## config.mk

```make
export PLATFORM = sky130hd
export DESIGN_NAME = makespan_branch_and_bound
export DESIGN_NICKNAME = d
export VERILOG_FILES = /design/src/rtl/mbb_pkg.sv /design/src/rtl/makespan_branch_and_bound.sv
export SDC_FILE = /design/constraint.sdc
export NUM_CORES = 1
export LEC_CHECK = 0
export BUFFER_PORTS_ARGS = -buffer_cell sky130_fd_sc_hd__buf_2
export CORE_ASPECT_RATIO = 0.6
export CORE_MARGIN = 2
export CORE_UTILIZATION = 55
export CTS_CLUSTER_SIZE = 20
export DETAILED_ROUTE_END_ITERATION = 10
export HOLD_SLACK_MARGIN = 0.03
export PLACE_DENSITY = 0.83
export SETUP_SLACK_MARGIN = 0.1
export SYNTH_ARGS = -nofsm -noshare
export SYNTH_HDL_FRONTEND = slang
export SYNTH_SLANG_ARGS = --single-unit
```

## constraint.sdc

```tcl
create_clock -name clk -period 4.35 [get_ports clk]
set_input_delay 0.6525 -clock clk [delete_from_list [all_inputs] [get_ports clk]]
set_output_delay 0.6525 -clock clk [all_outputs]
set_load 0.02 [all_outputs]
```

## src/rtl/mbb_pkg.sv

```systemverilog
// Package: shared types and constants of the makespan branch-and-bound scheduler.
package mbb_pkg;

  localparam int unsigned LOAD_W = 20;
  localparam int unsigned COST_W = 16;

  localparam logic [1:0] CFG_TASK_COUNT    = 2'd0;
  localparam logic [1:0] CFG_MACHINE_COUNT = 2'd1;
  localparam logic [1:0] CFG_INITIAL_BOUND = 2'd2;

  localparam logic [4:0]  RST_TASK_COUNT    = 5'd16;
  localparam logic [3:0]  RST_MACHINE_COUNT = 4'd2;
  localparam logic [19:0] RST_INITIAL_BOUND = 20'd100000;

  typedef enum logic [6:0] {
    ST_LOAD  = 7'b0000001,
    ST_ENTER = 7'b0000010,
    ST_PEAK  = 7'b0000100,
    ST_TRY   = 7'b0001000,
    ST_UNDO  = 7'b0010000,
    ST_COPY  = 7'b0100000,
    ST_EMIT  = 7'b1000000
  } state_t;

endpackage

```

## src/rtl/makespan_branch_and_bound.sv

```systemverilog
// Top level: exact multiprocessor makespan scheduler by depth-first branch and bound.
// Costs are taken one per cycle while the block is idle. After the cost of the last task
// the block stalls its input and runs the search: it first clears the loads; each descent
// into a tree node reads cost and load, adds, then runs a peak scan over the load memory,
// one machine a cycle; each step back up removes the cost and tries the next machine, and a
// new best assignment is copied. The results then leave in task order, each held until the
// output side takes it; the next result is read only after the previous one is taken.
module makespan_branch_and_bound
  import mbb_pkg::*;
#(
  parameter int unsigned MAX_TASKS    = 16,
  parameter int unsigned MAX_MACHINES = 8
) (
  input  logic        clk,
  input  logic        rst_n,
  input  logic        cfg_we,
  input  logic [1:0]  cfg_index,
  input  logic [19:0] cfg_data,
  input  logic        in_valid,
  output logic        in_stall,
  input  logic [15:0] in_task_cost,
  output logic        out_valid,
  input  logic        out_stall,
  output logic [3:0]  out_task_index,
  output logic [2:0]  out_machine_index,
  output logic        out_solution_found,
  output logic [19:0] out_makespan,
  output logic        out_last_result
);

  localparam int unsigned TW = (MAX_TASKS > 1) ? $clog2(MAX_TASKS) : 1;
  localparam int unsigned MW = (MAX_MACHINES > 1) ? $clog2(MAX_MACHINES) : 1;
  localparam int unsigned CW = $clog2(MAX_TASKS + 1);
  localparam int unsigned KW = $clog2(MAX_MACHINES + 1);

  logic [4:0]  task_count_r;
  logic [3:0]  machine_count_r;
  logic [19:0] initial_bound_r;

  always_ff @(posedge clk) begin
    if (!rst_n) begin
      task_count_r    <= RST_TASK_COUNT;
      machine_count_r <= RST_MACHINE_COUNT;
      initial_bound_r <= RST_INITIAL_BOUND;
    end else if (cfg_we) begin
      case (cfg_index)
        CFG_TASK_COUNT:    task_count_r    <= cfg_data[4:0];
        CFG_MACHINE_COUNT: machine_count_r <= cfg_data[3:0];
        CFG_INITIAL_BOUND: initial_bound_r <= cfg_data;
        default: ;
      endcase
    end
  end

  logic [CW-1:0] n_eff;
  logic [KW-1:0] k_eff;
  always_comb begin
    if (task_count_r == 5'd0) n_eff = CW'(1);
    else if (32'(task_count_r) > MAX_TASKS) n_eff = CW'(MAX_TASKS);
    else n_eff = CW'(task_count_r);
    if (machine_count_r == 4'd0) k_eff = KW'(1);
    else if (32'(machine_count_r) > MAX_MACHINES) k_eff = KW'(MAX_MACHINES);
    else k_eff = KW'(machine_count_r);
  end

  // memories
  logic [COST_W-1:0] cost_mem [MAX_TASKS];
  logic [LOAD_W-1:0] load_mem [MAX_MACHINES];
  logic [MW-1:0]     choice_mem [MAX_TASKS];
  logic [MW-1:0]     best_mem [MAX_TASKS];

  state_t        state_r;
  logic [CW-1:0] loaded_r;
  logic [CW-1:0] depth_r;
  logic [KW-1:0] scan_r;
  logic [LOAD_W-1:0] peak_r, best_r;
  logic          found_r;
  logic [CW-1:0] idx_r;
  logic [LOAD_W-1:0] cost_rd_r, load_rd_r;
  logic [MW-1:0] choice_rd_r;
  logic [MW-1:0] copy_rd_r;
  logic          copy_v_r;
  logic [CW-1:0] copy_wa_r;
  logic          clear_r;

  // Stage substates kept in phase_r
  logic [1:0] phase_r;

  logic [LOAD_W-1:0] cost_q, load_q;
  logic [MW-1:0]     choice_q, best_q;
  logic [TW-1:0]     cost_ra, choice_ra, best_ra, choice_wa, best_wa;
  logic [MW-1:0]     load_ra, load_wa, choice_wd;
  logic              load_we, choice_we, best_we;
  logic [LOAD_W-1:0] load_wd;

  assign in_stall = (state_r != ST_LOAD);
  wire in_xfer  = in_valid && !in_stall;
  wire out_xfer = out_valid && !out_stall;

  always_ff @(posedge clk) begin
    if (in_xfer && loaded_r < CW'(MAX_TASKS))
      cost_mem[loaded_r[TW-1:0]] <= in_task_cost;
    cost_q <= LOAD_W'(cost_mem[cost_ra]);
    if (load_we) load_mem[load_wa] <= load_wd;
    load_q <= load_mem[load_ra];
    if (choice_we) choice_mem[choice_wa] <= choice_wd;
    choice_q <= choice_mem[choice_ra];
    if (best_we) best_mem[best_wa] <= copy_rd_r;
    best_q <= best_mem[best_ra];
  end

  // Search: each level walks its choice via choice_mem; ENTER reads cost and
  // current choice load, TRY adds, PEAK scans loads, UNDO removes and advances.
  logic [MW-1:0] cur_m;
  assign cur_m = choice_rd_r;

  always_comb begin
    cost_ra   = depth_r[TW-1:0];
    choice_ra = depth_r[TW-1:0];
    load_ra   = scan_r[MW-1:0];
    best_ra   = idx_r[TW-1:0];
    load_we = 1'b0; load_wa = cur_m; load_wd = '0;
    choice_we = 1'b0; choice_wa = depth_r[TW-1:0]; choice_wd = '0;
    best_we = copy_v_r; best_wa = copy_wa_r[TW-1:0];
    if (clear_r) begin
      load_we = 1'b1; load_wa = scan_r[MW-1:0]; load_wd = '0;
    end
    case (state_r)
      ST_ENTER: begin
        choice_we = 1'b1; choice_wd = cur_m;
      end
      ST_TRY: begin
        load_we = 1'b1; load_wd = load_rd_r + cost_rd_r;
        load_wa = cur_m;
      end
      ST_UNDO: begin
        load_we = (phase_r == 2'd3); load_wd = load_q - cost_rd_r;
        load_wa = cur_m;
      end
      ST_COPY: choice_ra = idx_r[TW-1:0];
      default: ;
    endcase
    if (state_r == ST_ENTER || (state_r == ST_UNDO && phase_r == 2'd2)) load_ra = cur_m;
  end

  always_ff @(posedge clk) begin
    if (!rst_n) begin
      state_r <= ST_LOAD;
      loaded_r <= '0;
      depth_r <= '0;
      scan_r <= '0;
      found_r <= 1'b0;
      idx_r <= '0;
      phase_r <= '0;
      copy_v_r <= 1'b0;
      clear_r <= 1'b0;
      out_valid <= 1'b0;
    end else begin
      copy_v_r <= 1'b0;
      case (state_r)
        ST_LOAD: begin
          if (in_xfer) begin
            if (loaded_r + CW'(1) >= n_eff) begin
              loaded_r <= '0;
              best_r <= initial_bound_r;
              found_r <= 1'b0;
              depth_r <= '0;
              scan_r <= '0;
              clear_r <= 1'b1;
              peak_r <= '0;
              phase_r <= 2'd0;
              state_r <= ST_PEAK;
            end else loaded_r <= loaded_r + CW'(1);
          end
        end
        // PEAK phase 0 with clear_r: zero loads; then evaluate node
        ST_PEAK: begin
          if (clear_r) begin
            if (scan_r == k_eff - KW'(1)) begin
              clear_r <= 1'b0;
              scan_r <= '0;
              peak_r <= '0;
              phase_r <= 2'd3;
            end else scan_r <= scan_r + KW'(1);
          end else if (phase_r == 2'd0) begin
            phase_r <= 2'd1;
            scan_r <= scan_r + KW'(1);
            peak_r <= '0;
          end else if (phase_r == 2'd1) begin
            if (load_q > peak_r) peak_r <= load_q;
            if (scan_r == k_eff) phase_r <= 2'd3;
            else scan_r <= scan_r + KW'(1);
          end else begin
            // node evaluation with peak_r
            scan_r <= '0;
            if (depth_r >= n_eff) begin
              if (peak_r < best_r) begin
                best_r <= peak_r;
                found_r <= 1'b1;
                idx_r <= '0;
                phase_r <= 2'd0;
                state_r <= ST_COPY;
              end else begin
                depth_r <= depth_r - CW'(1);
                phase_r <= 2'd0;
                state_r <= ST_UNDO;
              end
            end else if (peak_r >= best_r) begin
              if (depth_r == '0) begin
                idx_r <= '0; phase_r <= 2'd0; state_r <= ST_EMIT;
              end else begin
                depth_r <= depth_r - CW'(1);
                phase_r <= 2'd0;
                state_r <= ST_UNDO;
              end
            end else begin
              choice_rd_r <= '0;
              phase_r <= 2'd1;
              state_r <= ST_ENTER;
            end
          end
        end
        // ENTER: write choice, read cost and load of cur_m
        ST_ENTER: begin
          if (phase_r == 2'd1) begin
            phase_r <= 2'd2;
          end else begin
            cost_rd_r <= cost_q;
            load_rd_r <= load_q;
            state_r <= ST_TRY;
          end
        end
        ST_TRY: begin
          depth_r <= depth_r + CW'(1);
          scan_r <= '0;
          phase_r <= 2'd0;
          state_r <= ST_PEAK;
        end
        // UNDO: phase0 issue reads at depth_r, phase1 capture choice, phase2 loads
        ST_UNDO: begin
          if (phase_r == 2'd0) phase_r <= 2'd1;
          else if (phase_r == 2'd1) begin
            choice_rd_r <= choice_q;
            cost_rd_r <= cost_q;
            phase_r <= 2'd2;
          end else if (phase_r == 2'd2) begin
            phase_r <= 2'd3;
          end else begin
            if (32'(choice_rd_r) + 1 < 32'(k_eff)) begin
              choice_rd_r <= choice_rd_r + MW'(1);
              phase_r <= 2'd1;
              state_r <= ST_ENTER;
            end else if (depth_r == '0) begin
              idx_r <= '0; phase_r <= 2'd0; state_r <= ST_EMIT;
            end else begin
              depth_r <= depth_r - CW'(1);
              phase_r <= 2'd0;
            end
          end
        end
        ST_COPY: begin
          if (phase_r == 2'd0) phase_r <= 2'd1;
          else begin
            copy_rd_r <= choice_q;
            copy_v_r <= 1'b1;
            copy_wa_r <= idx_r - CW'(1);
          end
          if (idx_r == n_eff) begin
            idx_r <= '0;
            depth_r <= depth_r - CW'(1);
            phase_r <= 2'd0;
            state_r <= ST_UNDO;
          end else idx_r <= idx_r + CW'(1);
        end
        ST_EMIT: begin
          if (phase_r == 2'd0) begin
            phase_r <= 2'd1;
          end else if (phase_r == 2'd1) begin
            out_valid <= 1'b1;
            out_task_index <= 4'(idx_r);
            out_machine_index <= found_r ? 3'(best_q) : 3'd0;
            out_solution_found <= found_r;
            out_makespan <= best_r;
            out_last_result <= (idx_r + CW'(1) == n_eff);
            phase_r <= 2'd2;
          end else if (out_xfer) begin
            out_valid <= 1'b0;
            if (out_last_result) begin
              idx_r <= '0; state_r <= ST_LOAD;
            end else begin
              idx_r <= idx_r + CW'(1);
              phase_r <= 2'd0;
            end
          end
        end
        default: state_r <= ST_LOAD;
      endcase
    end
  end

  // The copy pipeline writes entry idx-1 with data read at idx-1; read address idx_r
  // at phase 0 lands in the next cycle, so the first write uses read of entry 0.

  property p_no_out_in_load;
    @(posedge clk) disable iff (!rst_n) (state_r == ST_LOAD) |-> !out_valid;
  endproperty
  a_no_out_in_load: assert property (p_no_out_in_load) else $error("output in load");

  property p_best_le_bound;
    @(posedge clk) disable iff (!rst_n)
      (found_r && state_r == ST_EMIT) |-> (best_r < initial_bound_r);
  endproperty
  a_best_le_bound: assert property (p_best_le_bound) else $error("best above bound");

  property p_depth_range;
    @(posedge clk) disable iff (!rst_n) (state_r != ST_LOAD) |-> (depth_r <= n_eff);
  endproperty
  a_depth_range: assert property (p_depth_range) else $error("depth out of range");

endmodule
```

==> metrics.txt <==
Fin Hold WS ~0.27 ns; per-cell routed wire length around 24 um; TritonCTS Buffers 66; drt initial violations 2184; Cells after Synth 2012; hpwl dp between 40000 and 50000 um; aggregate routed wire length roughly 71000 um; Critical Path Sink Type flip-flop; Area Overhead vs Synth 11.0%; Clock Skews between 0.03 and 0.04 ns; CTS tree yes; critical path arrival ~4.0 ns; Netlist cell types 90; antenna diode count 0; clk slew on worst S/H paths 0.06 ns; I/O Pins 74; Pleak 12.1 nW; vias in the first global route ~18k; Synth async-reset ratio 0%; GRT Total Usage 24.2%; relative slew slack 17.2%; Longest Clk Path Bufs 3; Setup-failing EPs final 0; Post-CTS Setup Inserts 0; syn nets 2160; Mapped Area 31400 um2; nets 2261; Multi-input gate area approximately 9900 um2; status finished, final reports clean; via count about 18k; Cell Pwr Density 441 nW/um2; CP Max Fanout 8; FILL cells 3873; register area share after synthesis 66.6%; Period minus WS final 3.66 ns; Slew Viols, Final 0; Core ar. 56100 um2; Resized Gates After CTS 0; worst hold-check path type in -> reg; register area 20900 um2; DRC viols 0; Post-DRT Antenna Nets 0; row count 67; Total Die Area 59000 um2; TNS Setup 0 ns; achievable clock frequency 273 MHz; Hold Fails Final Rpt 0; WS Path Type reg -> reg; predominant post-synthesis flop cell edfxtp_1; TritonCTS Sinks 730; clk_lat worst skew ~0.62 ns; GP Congestion 0.902; Die Wd 312 um; RSZ-0062 raised after global routing false; Port-buffer cells 73; Syn Area/Cell 15.6 um2; largest net degree at the start of global routing 71; number of synthesized register bits 730; htree depth 3; share of layout cells above drive strength 1 19.0%; Post-synth EDFFs 627; # hold bufs at CTS 0; DIE HEIGHT 189 um; Critical Path RT 4.67 ns; clock root cell clkbuf_16; Initial Util 55.9%; Synthesis Warnings 0; final worst-path cycle share a little over four fifths; Congestion Overflow GR 0; worst slew pin tran 1.24 ns; worst vdd ir 0.242 mV; Startpoint Class flip-flop; vias per inst about 6.2; max-capacitance violation count 0; initial antenna violation count 0; DRT Pass-1 Iters 8; first-pass GRT wire length 108000 um
-- cell families (layout without fill, tap and decap cells) --
logic type / count (synthesis) / in the layout / share of synthesized area, %
xor gates and xnor gates: 52 / 52 / 1.45
buffers and inverters: 163 / 316 / 2.11
adders and majority gates: 105 / 105 / 4.24
muxes: 173 / 173 / 11.0
and+or+nand+nor: 481 / 481 / 8.10
DFF: 730 / 730 / 66.6
AOI/OAI and AO/OA: 308 / 308 / 6.48
-- path summary, 6_finish.rpt --
kind,cells past startpoint,slack [ns],to,start
min,3,0.27,initial_bound_r[7]$_SDFFE_PN1P_,cfg_data[7]
max,10,0.69,load_mem[2][18]$_DFFE_PP_,cost_rd_r[0]$_DFFE_PP_
max reg2reg,10,0.69,load_mem[2][18]$_DFFE_PP_,cost_rd_r[0]$_DFFE_PP_
min reg2reg,0,0.40,cost_rd_r[15]$_DFFE_PP_,cost_q[15]$_DFF_P_
-- cells in the mapped netlist (5+ instances only) --
master	instances	area, um2
edfxtp_1	627	18800
nand2_1	149	559
mux4_2	135	3040
dfxtp_1	103	2060
ha_1	103	1290
inv_1	75	282
nor2_1	72	270
clkbuf_1	64	240
a21oi_1	63	315
o21ai_0	58	290
and3_1	44	275
and2_1	43	269
nand3_1	36	180
nor2b_1	28	175
xor2_1	27	236
xnor2_1	25	219
nor3_1	24	120
a211oi_1	23	173
a21boi_0	21	158
mux2_2	21	236
o22ai_1	21	131
mux2i_1	16	160
nand2b_1	16	100
a31oi_1	13	81.3
o21a_1	13	97.6
a21o_1	12	90.1
nand4_1	11	68.8
o21ai_1	11	55.1
buf_1	9	33.8
a311oi_1	8	70.1
nor3b_1	8	60.1
o211ai_1	8	60.1
and4_1	7	61.3
buf_2	7	35.0
nor4_1	6	37.5
buf_6	5	56.3
o31ai_1	5	37.5
-- layout make-up --
| type | count | share of cell area [%] |
|---|---|---|
| tap | 759 | 2.73 |
| clock inverter | 34 | 0.780 |
| inverter | 77 | 0.830 |
| clock buffer | 86 | 5.14 |
| sequential | 730 | 60.0 |
| multi-input combinational | 1119 | 28.4 |
| timing repair buffer | 119 | 2.15 |
-- power breakdown --
part	leakage, nW	switching [mW]	internal [mW]
Sequential	6.53	0.177	7.92
Clock	0.990	2.55	3.06
Combinational	4.56	1.07	0.575
Total	12.1	3.80	11.6
-- layer usage --
metal / track usage, % / part of all wire, % / vias to the layer above
li1: - / - / 8032
met1: 36.3 / 43 / 9087
met2: 35.1 / 43 / 1012
met3: 6.83 / 11 / 141
met4: 5.97 / 2.3 / 0
met5: 0 / 0 / -
-- worst max-delay path: stages, from the launching register on --
cell and delay, ns:
edfxtp_1 0.41, ha_1 0.28, fa_1 0.44, a211oi_1 0.30, o21ai_0 0.16, a21oi_1 0.30
o311ai_0 0.32, a311oi_1 0.50, nor2_1 0.10, xnor2_1 0.14, o22ai_1 0.44
-- per-stage QoR --
step	worst slack [ns]	power (mW)	utilization [%]	cell area, um2	instances
2_1_floorplan	0.347	9.27	-	31400	2012
3_3_place_gp	0.963	9.75	58.4	32800	2804
3_5_place_dp	0.836	9.84	58.4	32800	2804
4_1_cts	0.794	15.4	62.1	34800	2924
5_1_grt	0.442	15.9	62.1	34800	2924
6_report	0.686	15.4	62.1	34800	2924
-- layout by cell type (no fill, tap or decap), types with 13 or more instances in the layout --
cell type	n
edfxtp_1	627
nand2_1	149
mux4_2	135
ha_1	103
dfxtp_1	100
inv_1	75
buf_2	73
nor2_1	68
clkbuf_16	68
a21oi_1	63
o21ai_0	58
and3_1	44
and2_1	43
buf_4	43
nand3_1	35
nor2b_1	28
xor2_1	27
xnor2_1	25
a211oi_1	22
o22ai_1	21
mux2_2	21
nor3_1	20
a21boi_0	20
nand2b_1	16
clkbuf_1	16
mux2i_1	14
o21a_1	13
a31oi_1	13
-- flip-flops by register name, summed over array words and instances, names as in the netlist, 7 cells and up --
register,count
best_r,20
out_makespan,20
load_q,20
best_mem,48
cost_rd_r,16
initial_bound_r,20
cost_q,16
choice_mem,48
peak_r,20
cost_mem,256
state_r,7
load_mem,160
load_rd_r,20
Power figures use the tool's default switching activity.
